$ cat config.mk
export PLATFORM = sky130hd
export DESIGN_NAME = pid_gain_autotuner_unit
export DESIGN_NICKNAME = d
export VERILOG_FILES = /design/src/rtl/pidat_pkg.sv /design/src/rtl/pid_gain_autotuner_unit.sv
export SDC_FILE = /design/constraint.sdc
export NUM_CORES = 2
export LEC_CHECK = 0
export BUFFER_PORTS_ARGS = -buffer_cell sky130_fd_sc_hd__buf_2
export CAP_MARGIN = 20
export CORE_MARGIN = 3
export CORE_UTILIZATION = 47
export DETAILED_ROUTE_END_ITERATION = 12
export GPL_TIMING_DRIVEN = 0
export SYNTH_ARGS = -nofsm -noshare
export SYNTH_HDL_FRONTEND = slang
export SYNTH_SLANG_ARGS = --single-unit
$ cat constraint.sdc
create_clock -name clock -period 11.9 [get_ports clock]
set_input_delay 2.38 -clock clock [delete_from_list [all_inputs] [get_ports clock]]
set_output_delay 2.38 -clock clock [all_outputs]
set_load 0.01 [all_outputs]
$ cat src/rtl/pidat_pkg.sv
// Shared types and constants of the PID gain autotuner.
// No dependencies; used by pid_gain_autotuner_unit.
`default_nettype none

package pidat_pkg;

   // default fraction bits of the working gains (unsigned Q8.F)
   localparam int GAIN_FRAC_BITS_DEF = 16;

   // Q16 multipliers
   localparam int MUL_W = 17;
   localparam logic [MUL_W-1:0] MUL_UP    = 17'd67502;  // 1.03
   localparam logic [MUL_W-1:0] MUL_DOWN  = 17'd63570;  // 0.97
   localparam logic [MUL_W-1:0] MUL_D_IN  = 17'd54613;  // 1/1.2
   localparam logic [MUL_W-1:0] MUL_D_OUT = 17'd78643;  // 1.2
   localparam int MUL_SHIFT = 16;

   // register file
   localparam int CSR_ADDR_W = 5;
   localparam int CSR_DATA_W = 32;
   localparam logic [2:0] REG_TARGET_ANGLE = 3'd0;
   localparam logic [2:0] REG_MAX_OSC      = 3'd1;
   localparam logic [2:0] REG_SETTLE_TIME  = 3'd2;
   localparam logic [2:0] REG_BYPASS       = 3'd3;
   localparam logic [2:0] REG_HIGH_GAIN    = 3'd4;

   localparam logic [9:0]  TARGET_ANGLE_RST = 10'd200;
   localparam logic [9:0]  MAX_OSC_RST      = 10'd20;
   localparam logic [15:0] SETTLE_TIME_RST  = 16'd250;

   // stream widths
   localparam int REQ_DATA_W = 88;
   localparam int REQ_USER_W = 3;
   localparam int RSP_DATA_W = 48;

   typedef enum logic [1:0] {
      OP_BEGIN  = 2'd0,
      OP_SAMPLE = 2'd1,
      OP_END    = 2'd2,
      OP_RESET  = 2'd3
   } op_type;

   typedef enum logic [1:0] {
      PHASE_IDLE  = 2'd0,
      PHASE_ROLL  = 2'd1,
      PHASE_PITCH = 2'd2,
      PHASE_SAVE  = 2'd3
   } phase_type;

   typedef enum logic [1:0] {
      VERDICT_NONE   = 2'd0,
      VERDICT_OVER   = 2'd1,
      VERDICT_UNDER  = 2'd2,
      VERDICT_I_DONE = 2'd3
   } verdict_type;

endpackage

`default_nettype wire

$ cat src/rtl/pid_gain_autotuner_unit.sv
// Step-response PID gain autotuner, top level.
// Depends on pidat_pkg (types, multipliers, register map).
`default_nettype none

// Usage
//  req channel: one command transfer per item. tuser holds the opcode (begin,
//    sample, end, reset) and the axis; tdata holds angle, normal error, time
//    in ms and the stored P/I/D gains (read on begin only).
//  rsp channel: exactly one transfer per request: controller error, phase,
//    gains-written flag, profile P/I/D bytes, verdict and tuned flag.
//  csr port: APB-style, five registers at byte addresses 0,4,..,16; pready
//    is tied high. Write registers only while the block is idle.
// Timing
//  A request lands in an input register, then compare and constant-multiply
//  logic updates the tuner state and the result register, which drives
//  rsp_tvalid. One item per cycle is sustained while rsp_tready stays high;
//  the three constant multipliers (P, I, D) sit in the single processing
//  stage.
// Reset / stall
//  Synchronous reset clears tuner state, gains and registers to their
//  defaults and empties both register stages. When rsp_tready is low the
//  result holds, the input register still fills once, then req_tready drops.
module pid_gain_autotuner_unit #(
   parameter int GAIN_FRAC_BITS = pidat_pkg::GAIN_FRAC_BITS_DEF
) (
   input  wire logic                                clock,
   input  wire logic                                reset,
   // request stream
   input  wire logic                                req_tvalid,
   output      logic                                req_tready,
   // [11:0] angle, [24:12] error_in, [56:25] now_ms, [64:57] gain_p_in,
   // [72:65] gain_i_in, [80:73] gain_d_in, [87:81] zero
   input  wire logic [pidat_pkg::REQ_DATA_W-1:0]    req_tdata,
   // [1:0] opcode, [2] axis
   input  wire logic [pidat_pkg::REQ_USER_W-1:0]    req_tuser,
   // result stream
   output      logic                                rsp_tvalid,
   input  wire logic                                rsp_tready,
   // [12:0] error_out, [14:13] phase_out, [15] gains_written, [23:16] gain_p_out,
   // [31:24] gain_i_out, [39:32] gain_d_out, [41:40] verdict, [42] tuned_flag,
   // [47:43] zero
   output      logic [pidat_pkg::RSP_DATA_W-1:0]    rsp_tdata,
   // register port
   input  wire logic                                csr_psel,
   input  wire logic                                csr_penable,
   input  wire logic                                csr_pwrite,
   input  wire logic [pidat_pkg::CSR_ADDR_W-1:0]    csr_paddr,
   input  wire logic [pidat_pkg::CSR_DATA_W-1:0]    csr_pwdata,
   output      logic [pidat_pkg::CSR_DATA_W-1:0]    csr_prdata,
   output      logic                                csr_pready
);

   localparam int GW = 8 + GAIN_FRAC_BITS;              // working gain width
   localparam int PW = GW + pidat_pkg::MUL_W;            // product width
   localparam logic [GW-1:0] I_FLOOR = GW'(1) << GAIN_FRAC_BITS;

   // gain * Q16 constant, truncated, saturated to the gain width
   function automatic logic [GW-1:0] scale_gain(input logic [GW-1:0] g,
                                                 input logic [pidat_pkg::MUL_W-1:0] m);
      logic [PW-1:0] prod;
      logic [GW:0]   sh;
      prod = PW'(g) * PW'(m);
      sh   = prod[PW-1:pidat_pkg::MUL_SHIFT];
      return sh[GW] ? {GW{1'b1}} : sh[GW-1:0];
   endfunction

   // integer part of a working gain (never above 255 at this width)
   function automatic logic [7:0] gain_byte(input logic [GW-1:0] g);
      return g[GW-1 -: 8];
   endfunction

   // ---------------------------------------------------------------- registers
   logic [9:0]  target_angle_ff;
   logic [9:0]  max_osc_ff;
   logic [15:0] settle_time_ff;
   logic        bypass_ff;
   logic        high_gain_ff;

   logic       cfg_wr;
   logic [2:0] cfg_idx;

   assign csr_pready = 1'b1;
   assign cfg_wr     = csr_psel && csr_penable && csr_pwrite;
   assign cfg_idx    = csr_paddr[4:2];

   always_ff @(posedge clock) begin
      if (reset) begin
         target_angle_ff <= pidat_pkg::TARGET_ANGLE_RST;
         max_osc_ff      <= pidat_pkg::MAX_OSC_RST;
         settle_time_ff  <= pidat_pkg::SETTLE_TIME_RST;
         bypass_ff       <= 1'b0;
         high_gain_ff    <= 1'b0;
      end else if (cfg_wr) begin
         unique case (cfg_idx)
            pidat_pkg::REG_TARGET_ANGLE: target_angle_ff <= csr_pwdata[9:0];
            pidat_pkg::REG_MAX_OSC:      max_osc_ff      <= csr_pwdata[9:0];
            pidat_pkg::REG_SETTLE_TIME:  settle_time_ff  <= csr_pwdata[15:0];
            pidat_pkg::REG_BYPASS:       bypass_ff       <= csr_pwdata[0];
            pidat_pkg::REG_HIGH_GAIN:    high_gain_ff    <= csr_pwdata[0];
            default: ;
         endcase
      end
   end

   always_comb begin
      unique case (cfg_idx)
         pidat_pkg::REG_TARGET_ANGLE: csr_prdata = 32'(target_angle_ff);
         pidat_pkg::REG_MAX_OSC:      csr_prdata = 32'(max_osc_ff);
         pidat_pkg::REG_SETTLE_TIME:  csr_prdata = 32'(settle_time_ff);
         pidat_pkg::REG_BYPASS:       csr_prdata = 32'(bypass_ff);
         pidat_pkg::REG_HIGH_GAIN:    csr_prdata = 32'(high_gain_ff);
         default:                     csr_prdata = '0;
      endcase
   end

   // ---------------------------------------------------------- input register
   logic                    in_vld_ff;
   pidat_pkg::op_type       in_op_ff;
   logic                    in_axis_ff;
   logic signed [11:0]      in_angle_ff;
   logic [12:0]             in_err_ff;
   logic [31:0]             in_now_ff;
   logic [7:0]              in_p_ff, in_i_ff, in_d_ff;

   logic out_free;   // result register can take a new value this cycle
   logic proc;       // input register is processed this cycle

   assign out_free   = !rsp_tvalid || rsp_tready;
   assign proc       = in_vld_ff && out_free;
   assign req_tready = !in_vld_ff || out_free;

   always_ff @(posedge clock) begin
      if (reset) begin
         in_vld_ff <= 1'b0;
      end else if (req_tready) begin
         in_vld_ff <= req_tvalid;
      end
   end

   always_ff @(posedge clock) begin
      if (req_tready && req_tvalid) begin
         in_op_ff    <= pidat_pkg::op_type'(req_tuser[1:0]);
         in_axis_ff  <= req_tuser[2];
         in_angle_ff <= req_tdata[11:0];
         in_err_ff   <= req_tdata[24:12];
         in_now_ff   <= req_tdata[56:25];
         in_p_ff     <= req_tdata[64:57];
         in_i_ff     <= req_tdata[72:65];
         in_d_ff     <= req_tdata[80:73];
      end
   end

   // ------------------------------------------------------------ tuner state
   pidat_pkg::phase_type phase_ff, phase_in;
   pidat_pkg::phase_type next_phase_ff, next_phase_in;
   logic               tuned_axis_ff, tuned_axis_in;
   logic               rising_ff, rising_in;
   logic [1:0]         cycle_cnt_ff, cycle_cnt_in;
   logic [31:0]        timeout_at_ff, timeout_at_in;
   logic signed [12:0] first_peak_ff, first_peak_in;
   logic signed [12:0] second_peak_ff, second_peak_in;
   logic               seeking_ff, seeking_in;
   logic [GW-1:0]      wp_ff, wp_in, wi_ff, wi_in, wd_ff, wd_in;
   logic [7:0]         prof_p_ff, prof_p_in, prof_i_ff, prof_i_in, prof_d_ff, prof_d_in;
   logic               target_set_ff, target_set_in;

   // result register
   logic                   rsp_vld_ff;
   logic [12:0]            rsp_err_ff, res_err;
   logic                   rsp_written_ff, res_written;
   pidat_pkg::verdict_type rsp_verdict_ff, res_verdict;

   // ------------------------------------------------------ datapath helpers
   logic signed [12:0] cur;         // angle, mirrored on falling cycles
   logic signed [12:0] fp_new;      // first peak including this sample
   logic signed [15:0] tgt16, mo16, cur16, amp16, err16;
   logic               tun_active, sample_tuned;
   logic               i_good, fire, over, amp_big, timed;
   logic               p_en, p_up, d_en, d_up;
   logic [31:0]        since_to;
   logic [GW-1:0]      p_mul, i_mul, d_mul, d_opnd;
   logic [pidat_pkg::MUL_W-1:0] d_const;

   assign tun_active   = (phase_ff == pidat_pkg::PHASE_ROLL) ||
                         (phase_ff == pidat_pkg::PHASE_PITCH);
   assign sample_tuned = tun_active && (in_axis_ff == tuned_axis_ff) && !bypass_ff;

   assign cur    = rising_ff ? 13'(in_angle_ff) : -13'(in_angle_ff);
   assign tgt16  = $signed({6'd0, target_angle_ff});
   assign mo16   = $signed({6'd0, max_osc_ff});
   assign cur16  = 16'(cur);
   // I step goal: overshoot below half the tolerated bounce
   assign i_good = ((cur16 - tgt16) <<< 1) < mo16;

   assign fp_new   = (cur < first_peak_ff) ? cur : first_peak_ff;
   assign amp16    = 16'(second_peak_ff) - 16'(fp_new);
   assign since_to = in_now_ff - timeout_at_ff;
   assign timed    = !since_to[31];
   assign fire     = timed || (((amp16 <<< 1) > mo16) && (cur > fp_new));
   assign over     = 16'(second_peak_ff) > tgt16;
   assign amp_big  = amp16 > mo16;

   always_comb begin
      if (over) begin
         p_up = 1'b0;
         d_up = 1'b1;
         if (high_gain_ff) begin
            p_en = amp_big;
            d_en = !amp_big;
         end else begin
            p_en = 1'b1;
            d_en = 1'b1;
         end
      end else begin
         p_up = 1'b1;
         d_up = 1'b0;
         p_en = !amp_big;
         d_en = amp_big;
      end
   end

   // D multiplier shared by begin (1/1.2), end (1.2) and the P/D step
   always_comb begin
      d_opnd = wd_ff;
      unique case (in_op_ff)
         pidat_pkg::OP_BEGIN: begin
            d_opnd  = {in_d_ff, {GAIN_FRAC_BITS{1'b0}}};
            d_const = pidat_pkg::MUL_D_IN;
         end
         pidat_pkg::OP_END:    d_const = pidat_pkg::MUL_D_OUT;
         default:              d_const = d_up ? pidat_pkg::MUL_UP : pidat_pkg::MUL_DOWN;
      endcase
   end

   assign p_mul = scale_gain(wp_ff, p_up ? pidat_pkg::MUL_UP : pidat_pkg::MUL_DOWN);
   assign i_mul = scale_gain(wi_ff, i_good ? pidat_pkg::MUL_UP : pidat_pkg::MUL_DOWN);
   assign d_mul = scale_gain(d_opnd, d_const);

   // ------------------------------------------------------ next-state logic
   always_comb begin
      phase_in       = phase_ff;
      next_phase_in  = next_phase_ff;
      tuned_axis_in  = tuned_axis_ff;
      rising_in      = rising_ff;
      cycle_cnt_in   = cycle_cnt_ff;
      timeout_at_in  = timeout_at_ff;
      first_peak_in  = first_peak_ff;
      second_peak_in = second_peak_ff;
      seeking_in     = seeking_ff;
      wp_in          = wp_ff;
      wi_in          = wi_ff;
      wd_in          = wd_ff;
      prof_p_in      = prof_p_ff;
      prof_i_in      = prof_i_ff;
      prof_d_in      = prof_d_ff;
      target_set_in  = target_set_ff;
      res_err        = '0;
      res_written    = 1'b0;
      res_verdict    = pidat_pkg::VERDICT_NONE;
      err16          = '0;

      unique case (in_op_ff)
         pidat_pkg::OP_BEGIN: begin
            phase_in = next_phase_ff;
            if (next_phase_ff == pidat_pkg::PHASE_ROLL ||
                next_phase_ff == pidat_pkg::PHASE_PITCH) begin
               tuned_axis_in  = (next_phase_ff == pidat_pkg::PHASE_PITCH);
               rising_in      = 1'b1;
               cycle_cnt_in   = 2'd1;
               first_peak_in  = '0;
               second_peak_in = '0;
               seeking_in     = 1'b0;
               wp_in          = {in_p_ff, {GAIN_FRAC_BITS{1'b0}}};
               wi_in          = {in_i_ff, {GAIN_FRAC_BITS{1'b0}}};
               wd_in          = d_mul;
               prof_p_in      = in_p_ff;
               prof_i_in      = '0;
               prof_d_in      = gain_byte(d_mul);
               target_set_in  = 1'b1;
               res_written    = 1'b1;
            end
         end

         pidat_pkg::OP_SAMPLE: begin
            if (sample_tuned) begin
               if (!seeking_ff) begin
                  if (cur > second_peak_ff) begin
                     second_peak_in = cur;
                  end else if (second_peak_ff > 13'sd0) begin
                     if (cycle_cnt_ff == 2'd0) begin
                        // I step; a down step is floored at 1.0
                        wi_in = (!i_good && i_mul < I_FLOOR) ? I_FLOOR : i_mul;
                        cycle_cnt_in   = 2'd1;
                        prof_i_in      = '0;
                        res_written    = 1'b1;
                        res_verdict    = pidat_pkg::VERDICT_I_DONE;
                        rising_in      = !rising_ff;
                        first_peak_in  = '0;
                        second_peak_in = '0;
                        seeking_in     = 1'b0;
                     end else begin
                        first_peak_in = cur;
                        seeking_in    = 1'b1;
                        timeout_at_in = in_now_ff + 32'(settle_time_ff);
                     end
                  end
               end else begin
                  first_peak_in = fp_new;
                  if (fire) begin
                     res_verdict = over ? pidat_pkg::VERDICT_OVER : pidat_pkg::VERDICT_UNDER;
                     if (p_en) wp_in = p_mul;
                     if (d_en) wd_in = d_mul;
                     prof_p_in      = gain_byte(p_en ? p_mul : wp_ff);
                     prof_d_in      = gain_byte(d_en ? d_mul : wd_ff);
                     res_written    = 1'b1;
                     rising_in      = !rising_ff;
                     first_peak_in  = '0;
                     second_peak_in = '0;
                     seeking_in     = 1'b0;
                     // two P/D steps, then the I step
                     if (cycle_cnt_ff == 2'd2) begin
                        cycle_cnt_in = 2'd0;
                        prof_i_in    = gain_byte(wi_ff);
                     end else begin
                        cycle_cnt_in = cycle_cnt_ff + 2'd1;
                     end
                  end
               end
               err16   = (rising_in ? tgt16 : -tgt16) - 16'(in_angle_ff);
               res_err = err16[12:0];
            end else begin
               res_err = in_err_ff;
            end
         end

         pidat_pkg::OP_END: begin
            if (tun_active) begin
               prof_i_in   = gain_byte(wi_ff);
               prof_d_in   = gain_byte(d_mul);
               res_written = 1'b1;
            end
            if (phase_ff == pidat_pkg::PHASE_SAVE) begin
               phase_in      = pidat_pkg::PHASE_IDLE;
               next_phase_in = pidat_pkg::PHASE_ROLL;
            end else if (next_phase_ff != pidat_pkg::PHASE_SAVE) begin
               next_phase_in = pidat_pkg::phase_type'(next_phase_ff + 2'd1);
            end
         end

         pidat_pkg::OP_RESET: begin
            target_set_in = 1'b0;
            phase_in      = pidat_pkg::PHASE_IDLE;
            next_phase_in = pidat_pkg::PHASE_ROLL;
         end

         default: ;
      endcase
   end

   always_ff @(posedge clock) begin
      if (reset) begin
         phase_ff       <= pidat_pkg::PHASE_IDLE;
         next_phase_ff  <= pidat_pkg::PHASE_ROLL;
         tuned_axis_ff  <= 1'b0;
         rising_ff      <= 1'b0;
         cycle_cnt_ff   <= '0;
         timeout_at_ff  <= '0;
         first_peak_ff  <= '0;
         second_peak_ff <= '0;
         seeking_ff     <= 1'b0;
         wp_ff          <= '0;
         wi_ff          <= '0;
         wd_ff          <= '0;
         prof_p_ff      <= '0;
         prof_i_ff      <= '0;
         prof_d_ff      <= '0;
         target_set_ff  <= 1'b0;
      end else if (proc) begin
         phase_ff       <= phase_in;
         next_phase_ff  <= next_phase_in;
         tuned_axis_ff  <= tuned_axis_in;
         rising_ff      <= rising_in;
         cycle_cnt_ff   <= cycle_cnt_in;
         timeout_at_ff  <= timeout_at_in;
         first_peak_ff  <= first_peak_in;
         second_peak_ff <= second_peak_in;
         seeking_ff     <= seeking_in;
         wp_ff          <= wp_in;
         wi_ff          <= wi_in;
         wd_ff          <= wd_in;
         prof_p_ff      <= prof_p_in;
         prof_i_ff      <= prof_i_in;
         prof_d_ff      <= prof_d_in;
         target_set_ff  <= target_set_in;
      end
   end

   // ---------------------------------------------------------- result stage
   always_ff @(posedge clock) begin
      if (reset) begin
         rsp_vld_ff <= 1'b0;
      end else if (out_free) begin
         rsp_vld_ff <= in_vld_ff;
      end
   end

   always_ff @(posedge clock) begin
      if (proc) begin
         rsp_err_ff     <= res_err;
         rsp_written_ff <= res_written;
         rsp_verdict_ff <= res_verdict;
      end
   end

   // phase, profile gains and tuned flag are state that only moves with
   // the next processed item, which needs this result taken first
   assign rsp_tvalid = rsp_vld_ff;
   assign rsp_tdata  = {5'd0, target_set_ff, rsp_verdict_ff, prof_d_ff, prof_i_ff,
                        prof_p_ff, rsp_written_ff, phase_ff, rsp_err_ff};

   // ------------------------------------------------------------ assertions
   a_active_tuned : assert property (@(posedge clock) disable iff (reset)
      (phase_ff == pidat_pkg::PHASE_ROLL || phase_ff == pidat_pkg::PHASE_PITCH)
         |-> target_set_ff)
      else $error("tuning phase without tuned flag");

   a_pitch_axis : assert property (@(posedge clock) disable iff (reset)
      (phase_ff == pidat_pkg::PHASE_PITCH) |-> tuned_axis_ff)
      else $error("pitch phase tunes the wrong axis");

   a_cycle_range : assert property (@(posedge clock) disable iff (reset)
      cycle_cnt_ff != 2'd3)
      else $error("cycle count out of range");

   a_seek_cycle : assert property (@(posedge clock) disable iff (reset)
      seeking_ff |-> cycle_cnt_ff != 2'd0)
      else $error("second-peak search during an I cycle");

   a_stall_hold : assert property (@(posedge clock) disable iff (reset)
      (in_vld_ff && !out_free) |=> (in_vld_ff && $stable(phase_ff) && $stable(wp_ff)))
      else $error("state moved while the result stage was stalled");

endmodule

`default_nettype wire

==> results.md <==
Setup path:
- The dominant cell type by count on the critical path is sky130_fd_sc_hd__fa_1.
- STA classifies the critical path endpoint as a flop.
- The required time at the endpoint of the critical path is roughly 12000 ps.
- The family with the most delay on the worst path is adder cells.
- The startpoint of the lowest-slack register-to-register path is in_angle_ff[0].
- The timing endpoint of the critical path is wi_ff[7].
- The count of buffer and inverter cells on the critical path is 10.
- Counting buffers and inverters, the worst setup path is 44 cells deep.
- The endpoint arrival time on the critical path is 11860 ps.
- The endpoint identified for the worst register-to-register timing path is wi_ff[7].
- The highest net fanout along the worst path is 10.
- The worst setup path is launched from a flop.
- Among all stages on the critical path, the largest delay is contributed by sky130_fd_sc_hd__fa_1.
- The delay of the slowest cell on the worst path is ~530 ps.
- In this run the worst setup path begins at in_angle_ff[0].
- The count of cells along the worst register-to-register path is 44.
- The worst reg-to-reg setup slack is ~500 ps.
- The critical path is of the flop to flop type.

Detailed routing:
- The residual antenna-violating net count after detailed routing is 0.
- The remaining design rule violation count is 0.
- For this block, the via count after detailed routing is 37900.
- The first routing iteration left 2511 violations.
- Wires add up to about 140000 um.
- The detailed-routing iteration count for the pre-antenna-repair pass is 7.
- In the final routed layout, each cell accounts on average for approximately 19 um.
- Dividing the detail-routed via count by the number of cells gives about 5.3.

Synth:
- By count the netlist is led by sky130_fd_sc_hd__inv_1, sky130_fd_sc_hd__fa_1, sky130_fd_sc_hd__ha_1, sky130_fd_sc_hd__nand2_1, sky130_fd_sc_hd__nor2_1.
- In this run, synthesis inferred 100 flip-flops with an integrated enable.
- In the post-synthesis netlist, the cell with the most instances is sky130_fd_sc_hd__inv_1.
- sky130_fd_sc_hd__fa_1 takes more of the synthesized area than any other cell.
- For this run, asynchronously set or reset flops after synthesis account for 0.
- Ranked by total cell area, the synthesized netlist is headed by sky130_fd_sc_hd__fa_1, sky130_fd_sc_hd__ha_1, sky130_fd_sc_hd__inv_1, sky130_fd_sc_hd__dfxtp_1, sky130_fd_sc_hd__edfxtp_1.
- The synthesized area divided by synthesized cell count is roughly 9.0 um2.
- For this run, the leading register cell type out of synthesis is sky130_fd_sc_hd__dfxtp_1.
- The top cell type's share of synthesized area is 0.322.
- The synthesized design contains just under 300 register bits.
- The synthesized instance count is approximately 5500.
- For this run, the register share of the synthesized area comes to 0.139.
- The netlist uses between 100 and 150 different library cells.
- The yosys synthesis warning count is 0.
- In this run the cell area of the synthesized design comes to roughly 50000 um2.

Power:
- The static leakage is ~28 nW.
- Power spread over the standard cell area amounts to ~70 nW/um2.
- VDD sags by at most between 0.09 and 0.1 mV.

Die:
- The number of rows created at floorplan is 118.
- The count of pins on the block boundary is ~220.
- The starting density of the core is 0.478.
- The die width is approximately 330 um.
- The die is approximately 330 um tall.
- The area inside the core boundary is 105000 um2.
- The floorplan die area is roughly 110000 um2.

Cells and area:
- The storage element area is roughly 7000 um2.
- In the final layout, the share of cells above drive strength 1 is 0.0687.
- In the final design database the tool counted 7395 nets.
- The area of the multi-input gates is roughly 37000 um2.
- The layout has between 10000 and 15000 filler cells.
- From synthesis to final layout, the design area changed by 8.61%.
- After routing the design area is between 50000 and 60000 um2.

Timing:
- The worst path meets setup with ~500 ps of slack.
- The max-slew violation count was 0.
- Subtracting the final worst setup slack from the clock period gives around 11000 ps.
- The final number of setup-violating endpoints is 0.
- Timing would allow up to between 0.08 and 0.09 GHz.
- At the pin with the least slew margin, the transition time is ~1100 ps.
- The part of the cycle the worst path needs is 0.958.
- On the final layout, the worst clock skew is ~26 ps.
- Setup repair after global routing left no endpoint under its margin.
- Measured against its own limit, the worst slew margin works out to 0.240.
- The number of hold violations in the final report is 0.

Clock tree:
- The H-tree was split into 2 levels.
- The number of sinks handled by clock tree synthesis is around 300.
- After clock tree synthesis, the clock-pin slew on the worst setup and hold paths is approximately 60 ps.
- The root buffer cell chosen for the clock tree is sky130_fd_sc_hd__clkbuf_16.
- Clock latency on the worst-skew pair, taken at its later pin, is approximately 590 ps.
- The worst-case clock buffer depth is 3.
- The number of CTS-inserted buffers is 38.
- TritonCTS built the clock tree.

Job:
- The count of maximum capacitance violations is 0.

Worst hold path:
- The worst hold path belongs to the class flop to flop.

GRT:
- The via count of the first global-routing pass was 39300.
- The initial antenna violation count is 2.
- Entering global routing, the biggest net connects 64 pins.
- In the global route stage, overall resource usage came out at 0.258.
- The total overflow reported by the global router is 0.
- The global-route wire length before repair is between 200000 and 250000 um.

Place:
- OpenSTA, run right after detailed placement, puts the worst setup slack at -1690 ps.
- In this run the cell area measured after placement is between 50000 and 60000 um2.
- At the end of routability-driven placement, the weighted congestion stood at 0.969.
- During placement, the flow inserted port buffers numbering around 170.
- The half-perimeter wire length after placement is 122000 um.

Outcome:
- The flow ran to the end, and the final reports show no timing, DRC or antenna violations.
kinds of logic (layout without fill, tap and decap cells):
family | count (synthesis) | after routing | share of synthesized area
buffers and inverters | 1585 | 1834 | 0.122
adders and majority gates | 1465 | 1465 | 0.488
and+or+nand+nor | 1229 | 1229 | 0.112
AOI/OAI and AO/OA | 779 | 779 | 0.103
DFF | 296 | 296 | 0.139
xor gates and xnor gates | 138 | 138 | 0.0247
muxes | 54 | 54 | 0.0113
other | 2 | 32 | 0.000150
worst min-delay path, delay by kind of cell (launching register included):
kind / cells / cell delay [ps]
flops: 1 / 310
simple gates: 1 / 50
compound gates: 1 / 50
sequential cells by signal, summed over array words and instances, names as in the netlist, 8 cells and up:
name,cells
in_now_ff,32
timeout_at_ff,32
wd_ff,24
wi_ff,24
wp_ff,24
settle_time_ff,16
first_peak_ff,13
in_err_ff,13
rsp_err_ff,13
second_peak_ff,13
in_angle_ff,12
max_osc_ff,10
target_angle_ff,10
in_d_ff,8
in_i_ff,8
in_p_ff,8
prof_d_ff,8
prof_i_ff,8
cell usage in the layout (no fill, tap or decap), types with 53 or more instances in the layout:
cell                       instances
sky130_fd_sc_hd__xnor2_1          96
sky130_fd_sc_hd__inv_1          1316
sky130_fd_sc_hd__o21ai_0         135
sky130_fd_sc_hd__nor2_1          314
sky130_fd_sc_hd__dfxtp_1         195
sky130_fd_sc_hd__clkbuf_1        198
sky130_fd_sc_hd__nand2_1         516
sky130_fd_sc_hd__nand3_1          53
sky130_fd_sc_hd__ha_1            661
sky130_fd_sc_hd__a21oi_1         253
sky130_fd_sc_hd__buf_2           178
sky130_fd_sc_hd__edfxtp_1        100
sky130_fd_sc_hd__and3_1           55
sky130_fd_sc_hd__fa_1            803
sky130_fd_sc_hd__a21o_1           76
per-stage QoR:
| step | util | hold slack, ps | setup TNS, ps | power (mW) | std cells |
|---|---|---|---|---|---|
| finish | 0.519 | 451 | 0 | 3.78 | 7207 |
| global route | 0.519 | 468 | 0 | 4.03 | 7205 |
| CTS | 0.518 | 450 | 0 | 3.80 | 7202 |
| detailed placement | 0.504 | 442 | -35170 | 2.52 | 7129 |
| global placement | 0.503 | 440 | -35260 | 2.51 | 7123 |
| floorplan | - | 432 | 0 | 2.10 | 5576 |
routing by layer:
metal | GRT usage | share of wire | wire length (um) | vias up
li1 | - | - | - | 17900
met2 | 0.421 | 0.46 | 64700 | 1111
met5 | 0 | 0.000086 | 12 | -
met1 | 0.362 | 0.45 | 62600 | 18600
met4 | 0.0703 | 0.029 | 4000 | 2
met3 | 0.0351 | 0.063 | 8900 | 197
timing repair:
item                       in CTS  in global routing
pin swaps                       1                  4
hold buffers                    0                  0
gates resized for setup        17                 45
setup endpoints to repair      24                 54
buffers inserted                3                  6
final cells by class:
cell class / instances / area share
Inverter: 1331 / 0.0922
Tap cell: 1380 / 0.0318
Clock inverter: 26 / 0.00611
Multi-Input combinational cell: 3695 / 0.685
Timing Repair Buffer: 184 / 0.0181
Antenna cell: 2 / 0.0000923
Sequential cell: 296 / 0.128
Buffer: 249 / 0.0204
Clock buffer: 44 / 0.0187
where the power goes:
| part | switching [mW] | internal [mW] |
|---|---|---|
| Clock | 0.537 | 0.718 |
| Combinational | 0.852 | 0.561 |
| Sequential | 0.0335 | 1.08 |
worst min path at each step:
stage | cells after the start | slack, ps | from | end
6_report | 2 | 450 | timeout_at_ff[4] | timeout_at_ff[4]
3_3_place_gp | 2 | 440 | timeout_at_ff[9] | timeout_at_ff[9]
4_1_cts | 2 | 450 | prof_d_ff[3] | prof_d_ff[3]
3_5_place_dp | 2 | 440 | prof_d_ff[3] | prof_d_ff[3]
5_1_grt | 2 | 470 | prof_d_ff[3] | prof_d_ff[3]
2_1_floorplan | 2 | 430 | timeout_at_ff[6] | timeout_at_ff[6]
(Power assumes the default switching activity.)
